[src/design/sbp_pkg.sv]
`default_nettype none
package sbp_pkg;

   localparam int SCREEN_WIDTH = 72;
   localparam int SCREEN_PAGES = 5;
   localparam int SCREEN_ROWS  = SCREEN_PAGES * 8;
   localparam int STORE_SIZE   = SCREEN_WIDTH * SCREEN_PAGES;
   localparam int STORE_AW     = $clog2(STORE_SIZE);
   localparam int COL_W        = $clog2(SCREEN_WIDTH);
   localparam int PAGE_W       = (SCREEN_PAGES > 1) ? $clog2(SCREEN_PAGES) : 1;

   localparam int REQ_W      = 2;
   localparam int ADDR_W     = 9;
   localparam int DATA_W     = 8;
   localparam int CNT_W      = 7;
   localparam int SIZE_W     = 8;
   localparam int CSR_IDX_W  = 3;
   localparam int CSR_DATA_W = 8;

   localparam logic [SIZE_W-1:0] SIZE_MAX = 8'd128;

   localparam logic [CSR_IDX_W-1:0] CSR_DEST_X    = 3'd0;
   localparam logic [CSR_IDX_W-1:0] CSR_DEST_Y    = 3'd1;
   localparam logic [CSR_IDX_W-1:0] CSR_SPRITE_W  = 3'd2;
   localparam logic [CSR_IDX_W-1:0] CSR_SPRITE_H  = 3'd3;
   localparam logic [CSR_IDX_W-1:0] CSR_SWAP_AXES = 3'd4;
   localparam logic [CSR_IDX_W-1:0] CSR_MIRROR_X  = 3'd5;
   localparam logic [CSR_IDX_W-1:0] CSR_MIRROR_Y  = 3'd6;

   typedef enum logic [REQ_W-1:0] {
      OP_PIXEL = 2'd0,
      OP_LOAD  = 2'd1,
      OP_READ  = 2'd2,
      OP_NONE  = 2'd3
   } op_type;

   typedef enum logic {
      KIND_PIXEL = 1'b0,
      KIND_READ  = 1'b1
   } kind_type;

endpackage
`default_nettype wire

[src/design/sbp_req_if.sv]
`default_nettype none
interface sbp_req_if
   import sbp_pkg::*;
   ();
   logic              valid;
   logic              ready;
   logic [REQ_W-1:0]  req_type;
   logic              luma;
   logic              alpha;
   logic [ADDR_W-1:0] fb_address;
   logic [DATA_W-1:0] fb_data;

   modport source (output valid, req_type, luma, alpha, fb_address, fb_data, input ready);
   modport sink (input valid, req_type, luma, alpha, fb_address, fb_data, output ready);
endinterface
`default_nettype wire

[src/design/sbp_rsp_if.sv]
`default_nettype none
interface sbp_rsp_if
   import sbp_pkg::*;
   ();
   logic              valid;
   logic              ready;
   kind_type          out_kind;
   logic [ADDR_W-1:0] out_address;
   logic [DATA_W-1:0] out_data;
   logic              sprite_end;

   modport source (output valid, out_kind, out_address, out_data, sprite_end, input ready);
   modport sink (input valid, out_kind, out_address, out_data, sprite_end, output ready);
endinterface
`default_nettype wire

[src/design/sprite_blit_page_framebuffer.sv]
// Sprite blitter into a page-organized 1-bit framebuffer kept in on-chip memory.
// Requests arrive on req_chan: a sprite pixel (luma, alpha) in source raster
// order, a byte load, or a byte read. Each drawn pixel and each read gives one
// response on rsp_chan with the byte address and its new or current contents;
// sprite_end marks the last pixel of the sprite. Transparent or off-screen
// pixels, loads and unknown request codes give no response.
// The csr_ port writes the placement, size and mirror/transpose controls at
// any time; change them only while no request is in flight.
// An accepted request passes through stage A, stage B and the output register.
// Throughput: one request per cycle unless the receiver stalls. The framebuffer
// memory has one read and one write port; a read-modify-write takes the read in
// one stage and the write in the next, with the last written byte forwarded to
// the modify step. After reset the block clears the framebuffer one byte a
// cycle, all STORE_SIZE (360) bytes, with req_chan.ready low.
// When the receiver stalls, the output register holds its response and the
// two internal stages take up to two more responding requests before ready drops.
`default_nettype none
module sprite_blit_page_framebuffer
   import sbp_pkg::*;
   (
   input  wire                  clock,
   input  wire                  reset,
   sbp_req_if.sink              req_chan,
   sbp_rsp_if.source            rsp_chan,
   input  wire                  csr_we,
   input  wire [CSR_IDX_W-1:0]  csr_index,
   input  wire [CSR_DATA_W-1:0] csr_wdata
   );

   function automatic logic [SIZE_W-1:0] eff_size(input logic [SIZE_W-1:0] s);
      logic [SIZE_W-1:0] r;
      r = s;
      if (s == '0) r = SIZE_W'(1);
      else if (s > SIZE_MAX) r = SIZE_MAX;
      return r;
   endfunction

   // Configuration registers.
   logic [7:0]        dest_x_ff, dest_y_ff;
   logic [SIZE_W-1:0] sprite_w_ff, sprite_h_ff;
   logic              swap_axes_ff, mirror_x_ff, mirror_y_ff;

   // Source counters and clearing pass.
   logic [CNT_W-1:0]    col_ff, col_in, row_ff, row_in;
   logic                clearing_ff;
   logic [STORE_AW-1:0] clr_cnt_ff;

   // Stage A: decoded request.
   logic              a_valid_ff;
   op_type            a_op_ff;
   logic              a_hit_ff, a_luma_ff, a_end_ff;
   logic [ADDR_W-1:0] a_addr_ff;
   logic [DATA_W-1:0] a_data_ff;
   logic [COL_W-1:0]  a_col_ff;
   logic [PAGE_W-1:0] a_page_ff;
   logic [2:0]        a_bit_ff;

   // Stage B: memory data available, modify and write.
   logic                b_valid_ff;
   op_type              b_op_ff;
   logic                b_hit_ff, b_luma_ff, b_end_ff;
   logic [ADDR_W-1:0]   b_addr_ff;
   logic [DATA_W-1:0]   b_data_ff;
   logic [STORE_AW-1:0] b_idx_ff;
   logic [2:0]          b_bit_ff;
   logic [DATA_W-1:0]   rd_data_ff;

   // Last byte written, forwarded to the modify step.
   logic                lw_valid_ff;
   logic [STORE_AW-1:0] lw_idx_ff;
   logic [DATA_W-1:0]   lw_data_ff;

   // Output register.
   logic              out_valid_ff, out_valid_in;
   kind_type          out_kind_ff;
   logic [ADDR_W-1:0] out_addr_ff;
   logic [DATA_W-1:0] out_data_ff;
   logic              out_end_ff;

   logic [DATA_W-1:0] frame_mem [STORE_SIZE];

   logic [SIZE_W-1:0] w_eff, h_eff;
   logic [SIZE_W-1:0] col_inc, row_inc;
   logic              col_wrap, row_wrap;
   logic [8:0]        sx, sy, tx, ty;
   logic [9:0]        px, py;
   logic              x_ok, y_ok;
   op_type            req_op;
   logic              req_fire, req_hit;

   logic                a_adv, a_free, b_adv, b_free, b_res, b_we, rsp_fire;
   logic [STORE_AW-1:0] a_idx;
   logic [DATA_W-1:0]   base, mask, pix_new, b_wdata;
   logic                mem_we;
   logic [STORE_AW-1:0] mem_widx;
   logic [DATA_W-1:0]   mem_wdata;

   // Handshake and pipeline flow.
   always_comb begin
      rsp_fire = out_valid_ff && rsp_chan.ready;
      b_res    = (b_op_ff == OP_READ) || (b_op_ff == OP_PIXEL && b_hit_ff);
      b_adv    = b_valid_ff && (!b_res || !out_valid_ff || rsp_chan.ready);
      b_free   = !b_valid_ff || b_adv;
      a_adv    = a_valid_ff && b_free;
      a_free   = !a_valid_ff || a_adv;
   end

   assign req_chan.ready = !clearing_ff && a_free;
   assign req_fire       = req_chan.valid && req_chan.ready;
   assign req_op         = op_type'(req_chan.req_type);

   // Source position and screen transform.
   always_comb begin
      w_eff    = eff_size(sprite_w_ff);
      h_eff    = eff_size(sprite_h_ff);
      col_inc  = {1'b0, col_ff} + SIZE_W'(1);
      row_inc  = {1'b0, row_ff} + SIZE_W'(1);
      col_wrap = col_inc >= w_eff;
      row_wrap = col_wrap && (row_inc >= h_eff);
      col_in   = col_wrap ? '0 : col_inc[CNT_W-1:0];
      row_in   = col_wrap ? (row_wrap ? '0 : row_inc[CNT_W-1:0]) : row_ff;

      // A counter left beyond the size by a register change mirrors to a
      // negative offset, so the source coordinates are two's complement.
      sx = mirror_x_ff ? ({1'b0, w_eff} - 9'd1 - {2'b0, col_ff}) : {2'b0, col_ff};
      sy = mirror_y_ff ? ({1'b0, h_eff} - 9'd1 - {2'b0, row_ff}) : {2'b0, row_ff};
      tx = swap_axes_ff ? sy : sx;
      ty = swap_axes_ff ? sx : sy;
      px = {{2{dest_x_ff[7]}}, dest_x_ff} + {tx[8], tx};
      py = {{2{dest_y_ff[7]}}, dest_y_ff} + {ty[8], ty};
      x_ok = !px[9] && (px < 10'(SCREEN_WIDTH));
      y_ok = !py[9] && (py < 10'(SCREEN_ROWS));

      case (req_op)
         OP_PIXEL: req_hit = req_chan.alpha && x_ok && y_ok;
         OP_LOAD,
         OP_READ:  req_hit = 32'(req_chan.fb_address) < STORE_SIZE;
         default:  req_hit = 1'b0;
      endcase
   end

   // Memory index for stage A; out-of-range requests read entry zero harmlessly.
   always_comb begin
      if (!a_hit_ff) a_idx = '0;
      else if (a_op_ff == OP_PIXEL)
         a_idx = STORE_AW'(a_page_ff * SCREEN_WIDTH) + STORE_AW'(a_col_ff);
      else a_idx = STORE_AW'(a_addr_ff);
   end

   // Modify step.
   always_comb begin
      base    = (lw_valid_ff && lw_idx_ff == b_idx_ff) ? lw_data_ff : rd_data_ff;
      mask    = DATA_W'(1) << b_bit_ff;
      pix_new = b_luma_ff ? (base | mask) : (base & ~mask);
      b_wdata = (b_op_ff == OP_LOAD) ? b_data_ff : pix_new;
      b_we    = b_adv && b_hit_ff && (b_op_ff == OP_PIXEL || b_op_ff == OP_LOAD);

      mem_we    = clearing_ff || b_we;
      mem_widx  = clearing_ff ? clr_cnt_ff : b_idx_ff;
      mem_wdata = clearing_ff ? '0 : b_wdata;

      if (b_adv && b_res) out_valid_in = 1'b1;
      else if (rsp_fire) out_valid_in = 1'b0;
      else out_valid_in = out_valid_ff;
   end

   always_ff @(posedge clock) begin
      if (mem_we) frame_mem[mem_widx] <= mem_wdata;
      if (a_adv) rd_data_ff <= frame_mem[a_idx];
   end

   // Control state.
   always_ff @(posedge clock) begin
      if (reset) begin
         dest_x_ff    <= '0;
         dest_y_ff    <= '0;
         sprite_w_ff  <= SIZE_W'(8);
         sprite_h_ff  <= SIZE_W'(8);
         swap_axes_ff <= 1'b0;
         mirror_x_ff  <= 1'b0;
         mirror_y_ff  <= 1'b0;
         col_ff       <= '0;
         row_ff       <= '0;
         clearing_ff  <= 1'b1;
         clr_cnt_ff   <= '0;
         a_valid_ff   <= 1'b0;
         b_valid_ff   <= 1'b0;
         lw_valid_ff  <= 1'b0;
         out_valid_ff <= 1'b0;
      end else begin
         if (csr_we) begin
            case (csr_index)
               CSR_DEST_X:    dest_x_ff    <= csr_wdata;
               CSR_DEST_Y:    dest_y_ff    <= csr_wdata;
               CSR_SPRITE_W:  sprite_w_ff  <= csr_wdata;
               CSR_SPRITE_H:  sprite_h_ff  <= csr_wdata;
               CSR_SWAP_AXES: swap_axes_ff <= csr_wdata[0];
               CSR_MIRROR_X:  mirror_x_ff  <= csr_wdata[0];
               CSR_MIRROR_Y:  mirror_y_ff  <= csr_wdata[0];
               default: ;
            endcase
         end
         if (clearing_ff) begin
            clr_cnt_ff <= clr_cnt_ff + STORE_AW'(1);
            if (clr_cnt_ff == STORE_AW'(STORE_SIZE - 1)) clearing_ff <= 1'b0;
         end
         if (req_fire && req_op == OP_PIXEL) begin
            col_ff <= col_in;
            row_ff <= row_in;
         end
         if (a_free) a_valid_ff <= req_fire;
         if (b_free) b_valid_ff <= a_adv;
         if (b_we) lw_valid_ff <= 1'b1;
         out_valid_ff <= out_valid_in;
      end
   end

   // Payload registers.
   always_ff @(posedge clock) begin
      if (req_fire) begin
         a_op_ff   <= req_op;
         a_hit_ff  <= req_hit;
         a_luma_ff <= req_chan.luma;
         a_end_ff  <= row_wrap;
         a_addr_ff <= req_chan.fb_address;
         a_data_ff <= req_chan.fb_data;
         a_col_ff  <= px[COL_W-1:0];
         a_page_ff <= py[PAGE_W+2:3];
         a_bit_ff  <= py[2:0];
      end
      if (a_adv) begin
         b_op_ff   <= a_op_ff;
         b_hit_ff  <= a_hit_ff;
         b_luma_ff <= a_luma_ff;
         b_end_ff  <= a_end_ff;
         b_addr_ff <= a_addr_ff;
         b_data_ff <= a_data_ff;
         b_idx_ff  <= a_idx;
         b_bit_ff  <= a_bit_ff;
      end
      if (b_we) begin
         lw_idx_ff  <= b_idx_ff;
         lw_data_ff <= b_wdata;
      end
      if (b_adv && b_res) begin
         if (b_op_ff == OP_READ) begin
            out_kind_ff <= KIND_READ;
            out_addr_ff <= b_addr_ff;
            out_data_ff <= b_hit_ff ? base : '0;
            out_end_ff  <= 1'b0;
         end else begin
            out_kind_ff <= KIND_PIXEL;
            out_addr_ff <= ADDR_W'(b_idx_ff);
            out_data_ff <= pix_new;
            out_end_ff  <= b_end_ff;
         end
      end
   end

   assign rsp_chan.valid       = out_valid_ff;
   assign rsp_chan.out_kind    = out_kind_ff;
   assign rsp_chan.out_address = out_addr_ff;
   assign rsp_chan.out_data    = out_data_ff;
   assign rsp_chan.sprite_end  = out_end_ff;

endmodule
`default_nettype wire
[src/flat_wrapper.sv]
// flat-port wrapper written by rule: the top's interface ports become plain ports
module sprite_blit_page_framebuffer_flat import sbp_pkg::*;
  (clock, reset, csr_we, csr_index, csr_wdata, req_chan_valid, req_chan_req_type, req_chan_luma, req_chan_alpha, req_chan_fb_address, req_chan_fb_data, req_chan_ready, rsp_chan_valid, rsp_chan_out_kind, rsp_chan_out_address, rsp_chan_out_data, rsp_chan_sprite_end, rsp_chan_ready);
  sbp_req_if req_chan_i ();
  sbp_rsp_if rsp_chan_i ();
  input  wire clock;
  input  wire reset;
  input  wire csr_we;
  input  wire [CSR_IDX_W-1:0] csr_index;
  input  wire [CSR_DATA_W-1:0] csr_wdata;
  input wire logic [$bits(req_chan_i.valid)-1:0] req_chan_valid;
  input wire logic [$bits(req_chan_i.req_type)-1:0] req_chan_req_type;
  input wire logic [$bits(req_chan_i.luma)-1:0] req_chan_luma;
  input wire logic [$bits(req_chan_i.alpha)-1:0] req_chan_alpha;
  input wire logic [$bits(req_chan_i.fb_address)-1:0] req_chan_fb_address;
  input wire logic [$bits(req_chan_i.fb_data)-1:0] req_chan_fb_data;
  output wire logic [$bits(req_chan_i.ready)-1:0] req_chan_ready;
  output wire logic [$bits(rsp_chan_i.valid)-1:0] rsp_chan_valid;
  output wire logic [$bits(rsp_chan_i.out_kind)-1:0] rsp_chan_out_kind;
  output wire logic [$bits(rsp_chan_i.out_address)-1:0] rsp_chan_out_address;
  output wire logic [$bits(rsp_chan_i.out_data)-1:0] rsp_chan_out_data;
  output wire logic [$bits(rsp_chan_i.sprite_end)-1:0] rsp_chan_sprite_end;
  input wire logic [$bits(rsp_chan_i.ready)-1:0] rsp_chan_ready;
  assign req_chan_i.valid = req_chan_valid;
  assign req_chan_i.req_type = req_chan_req_type;
  assign req_chan_i.luma = req_chan_luma;
  assign req_chan_i.alpha = req_chan_alpha;
  assign req_chan_i.fb_address = req_chan_fb_address;
  assign req_chan_i.fb_data = req_chan_fb_data;
  assign req_chan_ready = req_chan_i.ready;
  assign rsp_chan_valid = rsp_chan_i.valid;
  assign rsp_chan_out_kind = rsp_chan_i.out_kind;
  assign rsp_chan_out_address = rsp_chan_i.out_address;
  assign rsp_chan_out_data = rsp_chan_i.out_data;
  assign rsp_chan_sprite_end = rsp_chan_i.sprite_end;
  assign rsp_chan_i.ready = rsp_chan_ready;
  sprite_blit_page_framebuffer u_core (.clock(clock), .reset(reset), .req_chan(req_chan_i), .rsp_chan(rsp_chan_i), .csr_we(csr_we), .csr_index(csr_index), .csr_wdata(csr_wdata));
endmodule
[config.mk]
export PLATFORM = sky130hd
export DESIGN_NAME = sprite_blit_page_framebuffer_flat
export DESIGN_NICKNAME = d
export VERILOG_FILES = /design/src/design/sbp_pkg.sv /design/src/design/sbp_req_if.sv /design/src/design/sbp_rsp_if.sv /design/src/design/sprite_blit_page_framebuffer.sv /design/src/flat_wrapper.sv
export SDC_FILE = /design/constraint.sdc
export NUM_CORES = 2
export LEC_CHECK = 0
export ABC_CLOCK_PERIOD_IN_PS = 36000
export BUFFER_PORTS_ARGS = -buffer_cell sky130_fd_sc_hd__buf_4
export CELL_PAD_IN_SITES_DETAIL_PLACEMENT = 1
export CELL_PAD_IN_SITES_GLOBAL_PLACEMENT = 2
export CORE_MARGIN = 3
export CORE_UTILIZATION = 50
export CTS_CLUSTER_SIZE = 30
export DETAILED_ROUTE_END_ITERATION = 8
export PLACE_DENSITY = 0.95
export SETUP_SLACK_MARGIN = 0.02
export SYNTH_ARGS = -nofsm -noshare
export SYNTH_HDL_FRONTEND = slang
export SYNTH_SLANG_ARGS = --single-unit
[constraint.sdc]
create_clock -name clock -period 36 [get_ports clock]
set_input_delay 0 -clock clock [delete_from_list [all_inputs] [get_ports clock]]
set_output_delay 0 -clock clock [all_outputs]
set_load 0.01 [all_outputs]
# Yosys cells after proc, flatten, opt, wreduce, memory -nomap -nowiden
# Memory sizes are Yosys's and may differ from the RTL's. A register that Yosys moved wholly into a read port is not among the register bits.
# Cells that the tools add are included.
# Widths: inputs -> output; s select.
# word_totals
ff_bits,168
output_inout_bits,21
in_bits,37
ram_bits,2880
n_memories,1
word_cells,147
# memory_table
name,words,width,read_ports,rd_ports_with_merged_regs,write_ports,line,text
u_core.frame_mem,360,8,1,1,1,sprite_blit_page_framebuffer.sv:80,logic [DATA_W-1:0] frame_mem [STORE_SIZE];
# classes
shifts,1
muxes,28
n_bitwise,3
n_reduce_logical,46
n_addsub,10
magnitude_cmp,7
n_mul,1
n_eq_ne,12
# op_table
cell,n
$mux 8,10
$mux 9,8
$add 8x9->10,2
$sub 8x1->9 const B,2
$sub 9x7->9,2
$add 7x1->8 const B,2
$ge 8x8->1,2
$gt 8x8->1 const B,2
$logic_and 1x1->1,16
$logic_not 8->1,2
$reduce_and 2->1,8
$mux 7,2
$lt 10x6->1 const B,1
$lt 10x7->1 const B,1
$add 9x1->9 const B,1
$add 9x7->9,1
$eq 3x3->1 const B,3
$eq 9x9->1,1
$eq 9x9->1 const B,1
$lt 9x9->1 const B,1
$and 8x8->8,1
$not 8->8,1
$or 8x8->8,1
$shl 1x3->8 const A,1
other kinds (13),36

# Logic depth before layout (Yosys ltp)
# logic_depth
ltp_word,14
depth_mapped,19
depth_no_buf,19

# Least setup slack after synthesis
# OpenSTA, ideal clock, no wires.
# synth_timing
kind,reg-to-reg
start,reg u_core.b_idx_ff[5]
end,"mem u_core.frame_mem[0][7], data pin"
synth_period_minus_slack_ns,12.585
arrival_ns,10.610
stages_incl_launch_ff,8
setup_time_ns,1.975
path_slack_ns,23.415
t_required_ns,34.025
n_path_buf,0
path_cell_list,edfxtp_1 > xnor2_1 > nand4_1 > nor3_2 > mux2i_1 > a21oi_1 > mux2_2 > nor2b_1
# synth_via
elab_chain_cells,7
word_cells_on_any_way,8
cone_classes,eq/ne (1); mux (4); bitwise (2); reduce/logical (1)
# synth_lines
element,line,text
"start, declared",sprite_blit_page_framebuffer.sv:64,logic [STORE_AW-1:0] b_idx_ff;
"start signal, assigned",sprite_blit_page_framebuffer.sv:238,b_idx_ff <= a_idx;
$eq 9x9->1 *,sprite_blit_page_framebuffer.sv:152,base = (lw_valid_ff && lw_idx_ff == b_idx_ff) ? lw_data_ff : rd_data_ff;
$logic_and 1x1->1 *,sprite_blit_page_framebuffer.sv:152,
$mux 8 *,sprite_blit_page_framebuffer.sv:152,
$and 8x8->8 / $or 8x8->8 (equally long branches),sprite_blit_page_framebuffer.sv:154,pix_new = b_luma_ff ? (base | mask) : (base & ~mask);
$mux 8 *,sprite_blit_page_framebuffer.sv:154,
$mux 8 *,sprite_blit_page_framebuffer.sv:155,b_wdata = (b_op_ff == OP_LOAD) ? b_data_ff : pix_new;
via u_core.b_wdata[7],sprite_blit_page_framebuffer.sv:93,"logic [DATA_W-1:0] base, mask, pix_new, b_wdata;"
$mux 8 *,sprite_blit_page_framebuffer.sv:160,mem_wdata = clearing_ff ? '0 : b_wdata;
via u_core.mem_wdata[7],sprite_blit_page_framebuffer.sv:96,logic [DATA_W-1:0] mem_wdata;
"end, declared",sprite_blit_page_framebuffer.sv:80,
# Mark *: on every way through the listed nets, which the timed path passes. The rest lies on a longest branch.

# Final worst setup path
# layout_timing
start,reg u_core.a_hit_ff
end,"reg u_core.rd_data_ff[0], read port of u_core.frame_mem, data pin"
# layout_via
elab_chain_cells,1
# layout_lines
element,line,text
"start, declared",sprite_blit_page_framebuffer.sv:51,"logic a_hit_ff, a_luma_ff, a_end_ff;"
"start signal, assigned",sprite_blit_page_framebuffer.sv:222,a_hit_ff <= req_hit;
$mux 9,sprite_blit_page_framebuffer.sv:144,if (!a_hit_ff) a_idx = '0;
"end, declared",sprite_blit_page_framebuffer.sv:66,logic [DATA_W-1:0] rd_data_ff;
# No other way between the ends.
# A chain may end at the register's enable or synchronous reset.

==> flow_summary_export.csv <==
group,metric,value,unit
yosys,synth-edff-count,2993,
clocking,cts_sinks,3056,
yosys,syn-cell-area,125000,um2
clocking,clk_pin_slew,60,ps
finish,drive_gt1_frac,0.0878,
critical_path,critPathKind,"flop to flop",
yosys,yosys_warnings,0,
power_and_ir_drop,finalPower,0.00715,W
critical_path,start_kind,"flop",
finish,final_util,0.562,
die,core,247000,um2
yosys,synth_top_family_by_area,"simple AND/OR/NAND/NOR gates",
critical_path,cpMostUsedCell,"buf_4",
drt,postRouteAntennaNets,0,
yosys,yosysSeqAreaShare,0.732,
yosys,synthMuxAreaShare,0.0273,
timing,skew,97.9,ps
timing,maxSlewViolCount,0,
timing,worst_hold_slack,87.3,ps
critical_path,critical_path.slowest_cell,"edfxtp_1",
die,num_rows,182,
grt,grt_pass1_vias,89200,
die,die_w,505,um
die,pin_count,58,
die,die_h,505,um
status,status,"finished, final reports clean",
placed_design,dpl.cell_count,12100,
yosys,synth_cells,9178,
grt,grt_max_degree,215,
yosys,yosysUniqueCellTypes,96,
power_and_ir_drop,ir_drop,0.0565,mV
worst_hold_path,hp-class,"input port to flop",
placed_design,io_buffers,57,
timing,maxSlewHeadroom,0.0671,
grt,overflow,0,
clocking,htreeDepth,5,
grt,grt_pass1_wl,626,mm
timing,rsz0062_at_grt,"false",
clocking,cts_resized,0,
grt,antenna_found_initial,48,
drt,vias_per_cell,6.79,
power_and_ir_drop,p_leak,46.4,nW
clocking,cts_tree,"built",
finish,fillers,23600,
die,design.die.area,255000,um2
timing,setup_viol,0,
drt,totalWireLength,435,mm
clocking,hold_buffers,84,
critical_path,crit_fanout,152,
timing,tightest_slew,1400,ps
placed_design,dp_hpwl,254,mm
clocking,post_cts_buffers,0,
yosys,synth-compound-area-share,0.0628,
yosys,avgSynthCellArea,13.6,um2
clocking,cts-buffers-inserted,318,
timing,max_freq,0.140,GHz
grt,grtUsageTotal,0.334,
clocking,cts_root_buffer,"clkbuf_16",
flow_run,cap_violations,0,
critical_path,path_cells,"and4bb_2 > nor2_8 > clkinv_16 > buf_12 > buf_4 > buf_4 > buf_4 > a211oi_1 > a311oi_1 > a31oi_1 > nand3_1 > nand3_1 > or4_1 > nor4_1",
yosys,synth_flop_cell,"edfxtp_1",
clocking,worstSkewPairLatency,1020,ps
yosys,ys_seq_elements,3056,
drt,first_pass_iters,6,
drt,vias,86600,
clocking,clockBufferDepth,4,
power_and_ir_drop,power.density,51.6,nW/um2
critical_path,critical_path_required,36750,ps
critical_path,slowest_delay,1040,ps
yosys,synth_simple_gate_area_frac,0.141,
drt,drt_iter0_markers,13800,
critical_path,critPathCaptureType,"flop",
placed_design,routabilityCongestion,0.885,
finish,final_cells,12800,
finish,synthToLayoutAreaGrowth,11.4,%
timing,min_period,7130,ps
yosys,syn-num-nets,9283,
critical_path,arrival,7880,ps
timing,setup_tns,0,ps
yosys,yosys.area_share.adder,0.00713,
finish,fin_nets,9292,
die,start_util,0.504,
drt,avgRoutedWirePerCell,34.1,um
yosys,ys_async_sr_fraction,0,
drt,drc_errors,0,
timing,min_period_over_period,0.198,
yosys,synthXorXnorAreaFrac,0.00394,
timing,final-hold-violation-count,0,
## flip-flops by register name (all words and copies together) (netlist names), 9 cells and up
name	cells
u_core.a_addr_ff	9
u_core.rsp_chan.out_address	9
u_core.b_idx_ff	9
u_core.lw_idx_ff	9
u_core.clr_cnt_ff	9
u_core.b_addr_ff	9
u_core.frame_mem	2880
## cells by family (layout without fill, tap and decap cells)
family / count (synthesis) / count (layout)
and+or+nand+nor: 4031 / 4031
DFF: 3056 / 3056
AOI/OAI and AO/OA: 1072 / 1072
buffers and inverters: 666 / 902
muxes: 229 / 229
adders and majority gates: 68 / 68
xor gates and xnor gates: 56 / 56
other: 0 / 26
## final timing paths
check,from,to,slack [ps],cells after the start
worst max-delay path,u_core.a_hit_ff,u_core.rd_data_ff[0],28870,14
worst max register to register,u_core.a_hit_ff,u_core.rd_data_ff[0],28870,14
worst min register to register,u_core.a_data_ff[3],u_core.b_data_ff[3],420,0
worst min-delay path,reset,u_core.row_ff[0],90,3
## final cells by class
type	count	area (um2)	area share
flip-flops and latches	3056	91100	0.657
multi-input cells	5456	30500	0.220
clock buffers	388	8360	0.0603
well taps	3312	4140	0.0299
repair buffers	300	2610	0.0188
clock inverters	159	1550	0.0112
inverters	55	250	0.00180
diodes	26	65.1	0.000469
## worst max-delay path: cells and delay by family (launching register included)
kind,cells,cell delay [ps]
compound gates,3,640
buf+inv,5,3270
flops,1,1040
simple gates,6,1690
## routing by layer
metal,track usage,part of all wire
met1,0.419,0.34
met2,0.517,0.46
met3,0.100,0.13
met4,0.194,0.064
met5,0,0.00072
## power breakdown
part | total [W] | switching (W) | internal [W] | leakage [nW]
combinational | 0.0000534 | 0.0000362 | 0.0000172 | 13.4
sequential | 0.00385 | 0.00000244 | 0.00385 | 28.2
clock | 0.00325 | 0.00138 | 0.00187 | 4.85
total | 0.00715 | 0.00142 | 0.00573 | 46.4
## placed cells by master (no fill, tap or decap), types with 129 or more instances in the layout
master / instances
a21oi_1: 129
a211oi_1: 175
edfxtp_1: 2993
buf_4: 204
clkbuf_16: 324
a31oi_1: 189
nor2_1: 481
nand2_1: 2227
and3_1: 257
a311oi_1: 189
nand3_1: 756
## metrics by stage
stage,cell area [um2],setup slack [ps]
floorplan,125000,23420
global placement,128000,29230
detailed placement,128000,29090
CTS,139000,29000
global route,139000,28580
finish,139000,28870
## synth_stat cells, drive strengths merged, types with 78 or more instances
master  count  share of area
edfxtp   2993           0.72
nand2    2229          0.067
nand3     772          0.031
nor2      493          0.015
buf       416          0.018
and3      257          0.013
clkbuf    195         0.0059
a311oi    189          0.013
a31oi     189         0.0095
a211oi    177          0.011
a21oi     129         0.0052
mux2i     128          0.010
nand4      98         0.0049
mux4       87          0.016
o21ai      78         0.0032
(Power assumes the default switching activity.)
